**config.mk**
```make
export PLATFORM = sky130hd
export DESIGN_NAME = sample_request_coalescer
export DESIGN_NICKNAME = d
export VERILOG_FILES = /design/src/hw/rtl/src_pkg.sv /design/src/hw/rtl/src_core.sv /design/src/hw/rtl/sample_request_coalescer.sv
export SDC_FILE = /design/constraint.sdc
export NUM_CORES = 1
export LEC_CHECK = 0
export CAP_MARGIN = 15
export CORE_MARGIN = 10
export CORE_UTILIZATION = 63
export DETAILED_ROUTE_END_ITERATION = 16
export DONT_BUFFER_PORTS = 1
export GPL_TIMING_DRIVEN = 0
export HOLD_SLACK_MARGIN = 0.06
export PLACE_DENSITY = 0.81
export SLEW_MARGIN = 30
export SYNTH_ARGS = -nofsm -noshare
export SYNTH_HDL_FRONTEND = slang
export SYNTH_SLANG_ARGS = --single-unit
```
**constraint.sdc**
```tcl
create_clock -name clk -period 3.1 [get_ports clk]
set_input_delay 0.155 -clock clk [delete_from_list [all_inputs] [get_ports clk]]
set_output_delay 0.155 -clock clk [all_outputs]
set_load 0.01 [all_outputs]
```
**src/hw/rtl/src_pkg.sv**
```systemverilog
package src_pkg;

    // Width of the generation counter and of a running job's tag.
    localparam int GEN_BITS = 16;

    localparam int CMD_BITS  = 3;
    localparam int MODE_BITS = 2;
    localparam int TAG_BITS  = 16;

    typedef enum logic [CMD_BITS-1:0] {
        CMD_ACTIVATE    = 3'd0,
        CMD_REQUEST     = 3'd1,
        CMD_PAUSE       = 3'd2,
        CMD_STOP        = 3'd3,
        CMD_TAKE_BASE   = 3'd4,
        CMD_TAKE_NEXT   = 3'd5,
        CMD_FINISH      = 3'd6
    } cmd_t;

    localparam logic [MODE_BITS-1:0] MODE_FAST          = 2'd0;
    localparam logic [MODE_BITS-1:0] MODE_SLOW          = 2'd1;
    localparam logic [MODE_BITS-1:0] MODE_FAST_AND_SLOW = 2'd2;

    typedef logic [GEN_BITS-1:0] gen_t;

    typedef struct packed {
        logic [CMD_BITS-1:0]  cmd;
        logic [MODE_BITS-1:0] mode;
        logic [TAG_BITS-1:0]  item_generation;
    } src_req_t;

    typedef struct packed {
        logic                 ok;
        logic                 granted_valid;
        logic [MODE_BITS-1:0] granted_mode;
        logic [TAG_BITS-1:0]  granted_generation;
        logic                 has_action;
        logic                 busy_res;
        logic                 is_stopped;
    } src_rsp_t;

    // Does a job of mode have cover a request for mode want.
    function automatic logic mode_covers(logic [MODE_BITS-1:0] have,
                                         logic [MODE_BITS-1:0] want);
        return (have == MODE_FAST_AND_SLOW) || (have == want);
    endfunction

endpackage

```
**src/hw/rtl/src_core.sv**
```systemverilog
module src_core (
    input  logic              clk,
    input  logic              rst_n,
    input  logic              step,
    input  src_pkg::src_req_t req,
    output src_pkg::src_rsp_t rsp
);
    import src_pkg::*;

    logic                 stopped_reg,  stopped_next;
    logic                 accepting_reg, accepting_next;
    logic                 base_pend_reg, base_pend_next;
    logic                 run_vld_reg,  run_vld_next;
    logic [MODE_BITS-1:0] run_mode_reg, run_mode_next;
    gen_t                 run_gen_reg,  run_gen_next;
    logic                 pend_vld_reg, pend_vld_next;
    logic [MODE_BITS-1:0] pend_mode_reg, pend_mode_next;
    gen_t                 gen_cnt_reg,  gen_cnt_next;

    logic [MODE_BITS-1:0] mode_in;
    logic [MODE_BITS-1:0] merge_mode;
    logic                 run_covers;
    logic                 merge_ok;
    logic                 merge_new;
    logic                 merge_upg;
    logic                 tag_match;
    logic                 tag_is_cur;

    // Mode code three is taken as fast-and-slow.
    assign mode_in = (req.mode > MODE_FAST_AND_SLOW) ? MODE_FAST_AND_SLOW : req.mode;
    assign merge_mode = (req.cmd == CMD_ACTIVATE) ? MODE_FAST_AND_SLOW : mode_in;

    assign run_covers = run_vld_reg && (run_gen_reg == gen_cnt_reg)
                        && mode_covers(run_mode_reg, merge_mode);
    assign merge_new  = !run_covers && !pend_vld_reg;
    assign merge_upg  = !run_covers && pend_vld_reg && (pend_mode_reg == MODE_FAST)
                        && (merge_mode == MODE_FAST_AND_SLOW);
    assign merge_ok   = merge_new || merge_upg;

    // Compare at the wider of the two widths, zero-extended.
    assign tag_match  = 64'(run_gen_reg) == 64'(req.item_generation);
    assign tag_is_cur = 64'(gen_cnt_reg) == 64'(req.item_generation);

    always_comb
    begin
        stopped_next   = stopped_reg;
        accepting_next = accepting_reg;
        base_pend_next = base_pend_reg;
        run_vld_next   = run_vld_reg;
        run_mode_next  = run_mode_reg;
        run_gen_next   = run_gen_reg;
        pend_vld_next  = pend_vld_reg;
        pend_mode_next = pend_mode_reg;
        gen_cnt_next   = gen_cnt_reg;

        rsp = '0;

        case (req.cmd)
            CMD_ACTIVATE:
            begin
                if (!stopped_reg)
                begin
                    accepting_next = 1'b1;
                    if (!accepting_reg)
                    begin
                        base_pend_next = 1'b1;
                    end
                    if (merge_ok)
                    begin
                        pend_vld_next  = 1'b1;
                        pend_mode_next = merge_mode;
                    end
                    rsp.ok = merge_ok || !accepting_reg;
                end
            end
            CMD_REQUEST:
            begin
                if (!stopped_reg && accepting_reg)
                begin
                    if (merge_ok)
                    begin
                        pend_vld_next  = 1'b1;
                        pend_mode_next = merge_mode;
                    end
                    rsp.ok = merge_ok;
                end
            end
            CMD_PAUSE:
            begin
                if (!stopped_reg)
                begin
                    gen_cnt_next   = gen_cnt_reg + gen_t'(1);
                    accepting_next = 1'b0;
                    pend_vld_next  = 1'b0;
                    pend_mode_next = MODE_FAST;
                    base_pend_next = 1'b1;
                end
            end
            CMD_STOP:
            begin
                if (!stopped_reg)
                begin
                    gen_cnt_next   = gen_cnt_reg + gen_t'(1);
                    stopped_next   = 1'b1;
                    accepting_next = 1'b0;
                    base_pend_next = 1'b0;
                    pend_vld_next  = 1'b0;
                    pend_mode_next = MODE_FAST;
                end
            end
            CMD_TAKE_BASE:
            begin
                if (base_pend_reg)
                begin
                    base_pend_next = 1'b0;
                    rsp.ok         = 1'b1;
                end
            end
            CMD_TAKE_NEXT:
            begin
                if (!stopped_reg && accepting_reg && !base_pend_reg
                    && !run_vld_reg && pend_vld_reg)
                begin
                    run_vld_next   = 1'b1;
                    run_mode_next  = pend_mode_reg;
                    run_gen_next   = gen_cnt_reg;
                    pend_vld_next  = 1'b0;
                    pend_mode_next = MODE_FAST;
                    rsp.ok                 = 1'b1;
                    rsp.granted_valid      = 1'b1;
                    rsp.granted_mode       = pend_mode_reg;
                    rsp.granted_generation = TAG_BITS'(gen_cnt_reg);
                end
            end
            CMD_FINISH:
            begin
                run_vld_next  = 1'b0;
                run_mode_next = MODE_FAST;
                run_gen_next  = '0;
                rsp.ok = run_vld_reg && tag_match && (run_mode_reg == mode_in)
                         && !stopped_reg && accepting_reg && tag_is_cur;
            end
            default:
            begin
            end
        endcase

        // Status reflects the state after the command.
        rsp.has_action = stopped_next || base_pend_next || (!run_vld_next && pend_vld_next);
        rsp.busy_res   = base_pend_next || run_vld_next || pend_vld_next;
        rsp.is_stopped = stopped_next;
    end

    always_ff @(posedge clk or negedge rst_n)
    begin
        if (!rst_n)
        begin
            stopped_reg   <= 1'b0;
            accepting_reg <= 1'b0;
            base_pend_reg <= 1'b0;
            run_vld_reg   <= 1'b0;
            run_mode_reg  <= MODE_FAST;
            run_gen_reg   <= '0;
            pend_vld_reg  <= 1'b0;
            pend_mode_reg <= MODE_FAST;
            gen_cnt_reg   <= '0;
        end
        else if (step)
        begin
            stopped_reg   <= stopped_next;
            accepting_reg <= accepting_next;
            base_pend_reg <= base_pend_next;
            run_vld_reg   <= run_vld_next;
            run_mode_reg  <= run_mode_next;
            run_gen_reg   <= run_gen_next;
            pend_vld_reg  <= pend_vld_next;
            pend_mode_reg <= pend_mode_next;
            gen_cnt_reg   <= gen_cnt_next;
        end
    end

endmodule

```
**src/hw/rtl/sample_request_coalescer.sv**
```systemverilog
// Sample request coalescer. Takes one command transaction per cycle on the
// req channel while req_stall is low and returns exactly one response
// transaction per command on the rsp channel, in order. A command sits in an
// input register, the coalescing state (stopped, accepting, baseline-pending,
// running job, pending mode, generation counter) is updated as it moves into
// the output register, which drives rsp_valid; the sustained rate is one
// transaction per cycle while rsp_stall stays low.
// A stalled response holds in the output register while the input register
// still takes one more command; req_stall rises only when both are full.
// Status fields in a response show the state after that command.
module sample_request_coalescer (
    input  logic              clk,
    input  logic              rst_n,
    input  logic              req_valid,
    output logic              req_stall,
    input  src_pkg::src_req_t req,
    output logic              rsp_valid,
    input  logic              rsp_stall,
    output src_pkg::src_rsp_t rsp
);
    import src_pkg::*;

    src_req_t req_reg;
    logic     req_vld_reg, req_vld_next;
    src_rsp_t rsp_reg;
    logic     rsp_vld_reg, rsp_vld_next;
    src_rsp_t core_rsp;
    logic     advance;
    logic     req_take;

    // A command moves on when the output slot is free or being drained.
    assign advance  = req_vld_reg && (!rsp_vld_reg || !rsp_stall);
    assign req_stall = req_vld_reg && !advance;
    assign req_take  = req_valid && !req_stall;

    assign req_vld_next = req_take || (req_vld_reg && !advance);
    assign rsp_vld_next = advance || (rsp_vld_reg && rsp_stall);

    src_core u_core (
        .clk   (clk),
        .rst_n (rst_n),
        .step  (advance),
        .req   (req_reg),
        .rsp   (core_rsp)
    );

    always_ff @(posedge clk or negedge rst_n)
    begin
        if (!rst_n)
        begin
            req_vld_reg <= 1'b0;
            rsp_vld_reg <= 1'b0;
        end
        else
        begin
            req_vld_reg <= req_vld_next;
            rsp_vld_reg <= rsp_vld_next;
        end
    end

    // Payload registers, no reset needed.
    always_ff @(posedge clk)
    begin
        if (req_take)
        begin
            req_reg <= req;
        end
        if (advance)
        begin
            rsp_reg <= core_rsp;
        end
    end

    assign rsp_valid = rsp_vld_reg;
    assign rsp       = rsp_reg;

endmodule

```
==> results_dict.tcl <==
set metrics [dict create \
    outcome "finished clean" \
    power.leakage_nw 1.89 \
    cp-end-kind "flop" \
    arrival_ns 3.12 \
    ant_nets 0 \
    start_util 0.639 \
    die_h_um 99.8 \
    cp-start-kind "flop" \
    io_buffers 0 \
    routed_wl_mm 8.46 \
    slowest_stage "inv_1" \
    htreeDepth 3 \
    viasPerCell 6.04 \
    syn_avg_cell_area_um2 12.1 \
    area_delta_synth_final_pct 14.5 \
    cts-buffers-inserted 9 \
    drtIter0Drc 142 \
    core_area_um2 6280 \
    period_needed_ns 2.88 \
    pwr-share-comb 0.149 \
    ys_ff_latch 87 \
    timing.rr.start "rsp_valid$_DFF_PN0_" \
    largest_register_ffs 23 \
    synthFlopType "edfxtp_1" \
    dp_worst_setup_slack_ns 0.233 \
    chipWidth_um 99.8 \
    grt_use_met1 0.213 \
    yosys_warnings 0 \
    num_rows 29 \
    dr_total_vias 2718 \
    track_usage 0.173 \
    worstSetupPathType "flop to flop" \
    final_critical_path_setup_slack_ns 0.219 \
    r2r-end "u_core.run_gen_reg[12]$_DFFE_PN0P_" \
    root_buffer "clkbuf_8" \
    final_common_cell "edfxtp_1" \
    seq_power_share 0.544 \
    cp_top_family "buffers and inverters" \
    drc_errors 0 \
    dieArea_um2 9960 \
    path_cells "a21bo_2, clkbuf_1, inv_1, o21ai_1, buf_2, a22o_1" \
    layout-drive-gt1-share 0.0965 \
    fin_worst_skew_ns 0.00849 \
    clk_pin_slew_worst_paths_ns 0.08 \
    r2r_cells 6 \
    synth_edf_count 44 \
    grt_pass1_wl_mm 13.5 \
    grt_pass1_vias 2659 \
    tritoncts "yes" \
    reg2reg_slack_ns 0.22 \
    hold_class "primary input to asynchronous set/reset pin" \
    insertedDiodeCount 0 \
    setup_tns_ns 0 \
    irDropWorstVdd_mv 0.317 \
    top_usage_layer "met2" \
    p_int_w 0.00191 \
    synthCells 331 \
    p_sw_frac 0.274 \
    insertion_delay_ns 0.36 \
    maxCapViolations 0 \
    use_met3 0.0501 \
    power_density_nw_per_um2 571 \
    required_ns 3.34 \
    first_pass_iters 5 \
    rsz0062_at_grt "false" \
    dp_hpwl_mm 6.00 \
    max_stage_delay_ns 0.74 \
    synth_area_um2 4010 \
    routabilityCongestion 0.944 \
    synth_fp_nets 357 \
    setup_violations 0 \
    slew_headroom 0.374 \
    cts_sinks 87 \
    synth-async-reset-ratio 0.494 \
    finalCritPeriodShare 0.929 \
    grt_start_max_net_pins 44 \
    path_buf_inv 3 \
    cts_buffer_depth 2 \
    synth.distinct_cells 47 \
    synth-seq-area-share 0.597 \
    cp_max_fo 27 \
    io_pins 50 \
    fmax_mhz 347 \
    avgRoutedWirePerCell_um 18.8 \
    worst_pin_slew_ns 0.938 \
    clkPwrFrac 0.307 \
    drv_slew 0 \
    overflow 0 \
    met2_usage 0.276 \
    layout_common_cells "44 x edfxtp_1, 43 x dfrtp_1, 25 x xnor2_1, 25 x dlygate4sd3_1, 20 x xor2_1" \
    antenna_found_initial 0 \
    hold_viol 0 \
    ctsResizeCount 0 \
    p_sw_w 0.000718 \
    nets 394 \
]
[routing by layer]
| metal | wire (um) | share of wire |
|---|---|---|
| met1 | 3530 | 0.42 |
| met2 | 4090 | 0.48 |
| met3 | 633 | 0.075 |
| met4 | 201 | 0.024 |
| met5 | 0 | 0 |
[cell families after synthesis]
family | count (synthesis) | share of synthesized area
compound gates | 55 | 0.109
xor+xnor | 45 | 0.0982
fa+ha+maj | 1 | 0.00312
buf+inv | 34 | 0.0343
flops | 87 | 0.597
mux | 1 | 0.00281
simple gates | 108 | 0.156
[synthesized netlist by cell type (all sizes together), types with 7 or more instances]
cell	instances	area share
and2	20	0.031
xnor2	25	0.055
inv	12	0.011
clkbuf	16	0.015
nand3	13	0.016
o21ai	8	0.010
dfrtp	43	0.27
edfxtp	44	0.33
nand2	18	0.017
nor2	15	0.017
a21oi	8	0.010
xor2	20	0.044
a22o	19	0.041
nand4	7	0.012
[through the flow]
| stage | instances | area [um^2] | utilization | hold slack [ns] | total power, W |
|---|---|---|---|---|---|
| after global routing | 450 | 4600 | 0.732 | 0.299 | 0.00274 |
| final | 450 | 4600 | 0.732 | 0.293 | 0.00263 |
| after CTS | 450 | 4590 | 0.732 | 0.286 | 0.00263 |
| after floorplan | 331 | 4010 | - | -0.141 | 0.00170 |
| after detailed placement | 408 | 4110 | 0.655 | -0.139 | 0.00180 |
| after global placement | 408 | 4110 | 0.655 | -0.139 | 0.00179 |
[cell type report]
class / instances / area [um^2]
inverters: 12 / 45.0
clock buffers: 11 / 151
plain buffers: 22 / 92.6
well taps: 77 / 96.3
clock inverters: 5 / 56.3
flip-flops and latches: 87 / 2400
fillers: 427 / 1680
multi-input cells: 210 / 1480
repair buffers: 26 / 278
[worst max path at each step]
| stage | start | endpoint | slack, ns | cells after the start |
|---|---|---|---|---|
| floorplan | rsp_valid$_DFF_PN0_ | u_core.run_gen_reg[9]$_DFFE_PN0P_ | 0.82 | 6 |
| global placement | rsp_valid$_DFF_PN0_ | u_core.run_gen_reg[12]$_DFFE_PN0P_ | 0.33 | 6 |
| detailed placement | rsp_valid$_DFF_PN0_ | u_core.run_gen_reg[12]$_DFFE_PN0P_ | 0.23 | 6 |
| CTS | rsp_valid$_DFF_PN0_ | u_core.run_gen_reg[12]$_DFFE_PN0P_ | 0.21 | 6 |
| global route | rsp_valid$_DFF_PN0_ | u_core.run_gen_reg[14]$_DFFE_PN0P_ | 0.05 | 6 |
| finish | rsp_valid$_DFF_PN0_ | u_core.run_gen_reg[12]$_DFFE_PN0P_ | 0.22 | 6 |
[power groups by stage]
stage,Clock (W),Sequential (W),Combinational (W)
final,0.000806,0.00143,0.000392
after global routing,0.000862,0.00144,0.000434
after CTS,0.000818,0.00143,0.000388
after detailed placement,0,0.00145,0.000346
after global placement,0,0.00145,0.000340
after floorplan,0,0.00142,0.000276
[timing repair]
action | 4_1_cts | 5_1_grt
endpoints found under the hold margin | 66 | 0
buffers inserted | 0 | 0
hold buffers | 26 | 0
No activity file was read; power rests on OpenSTA's default activity.
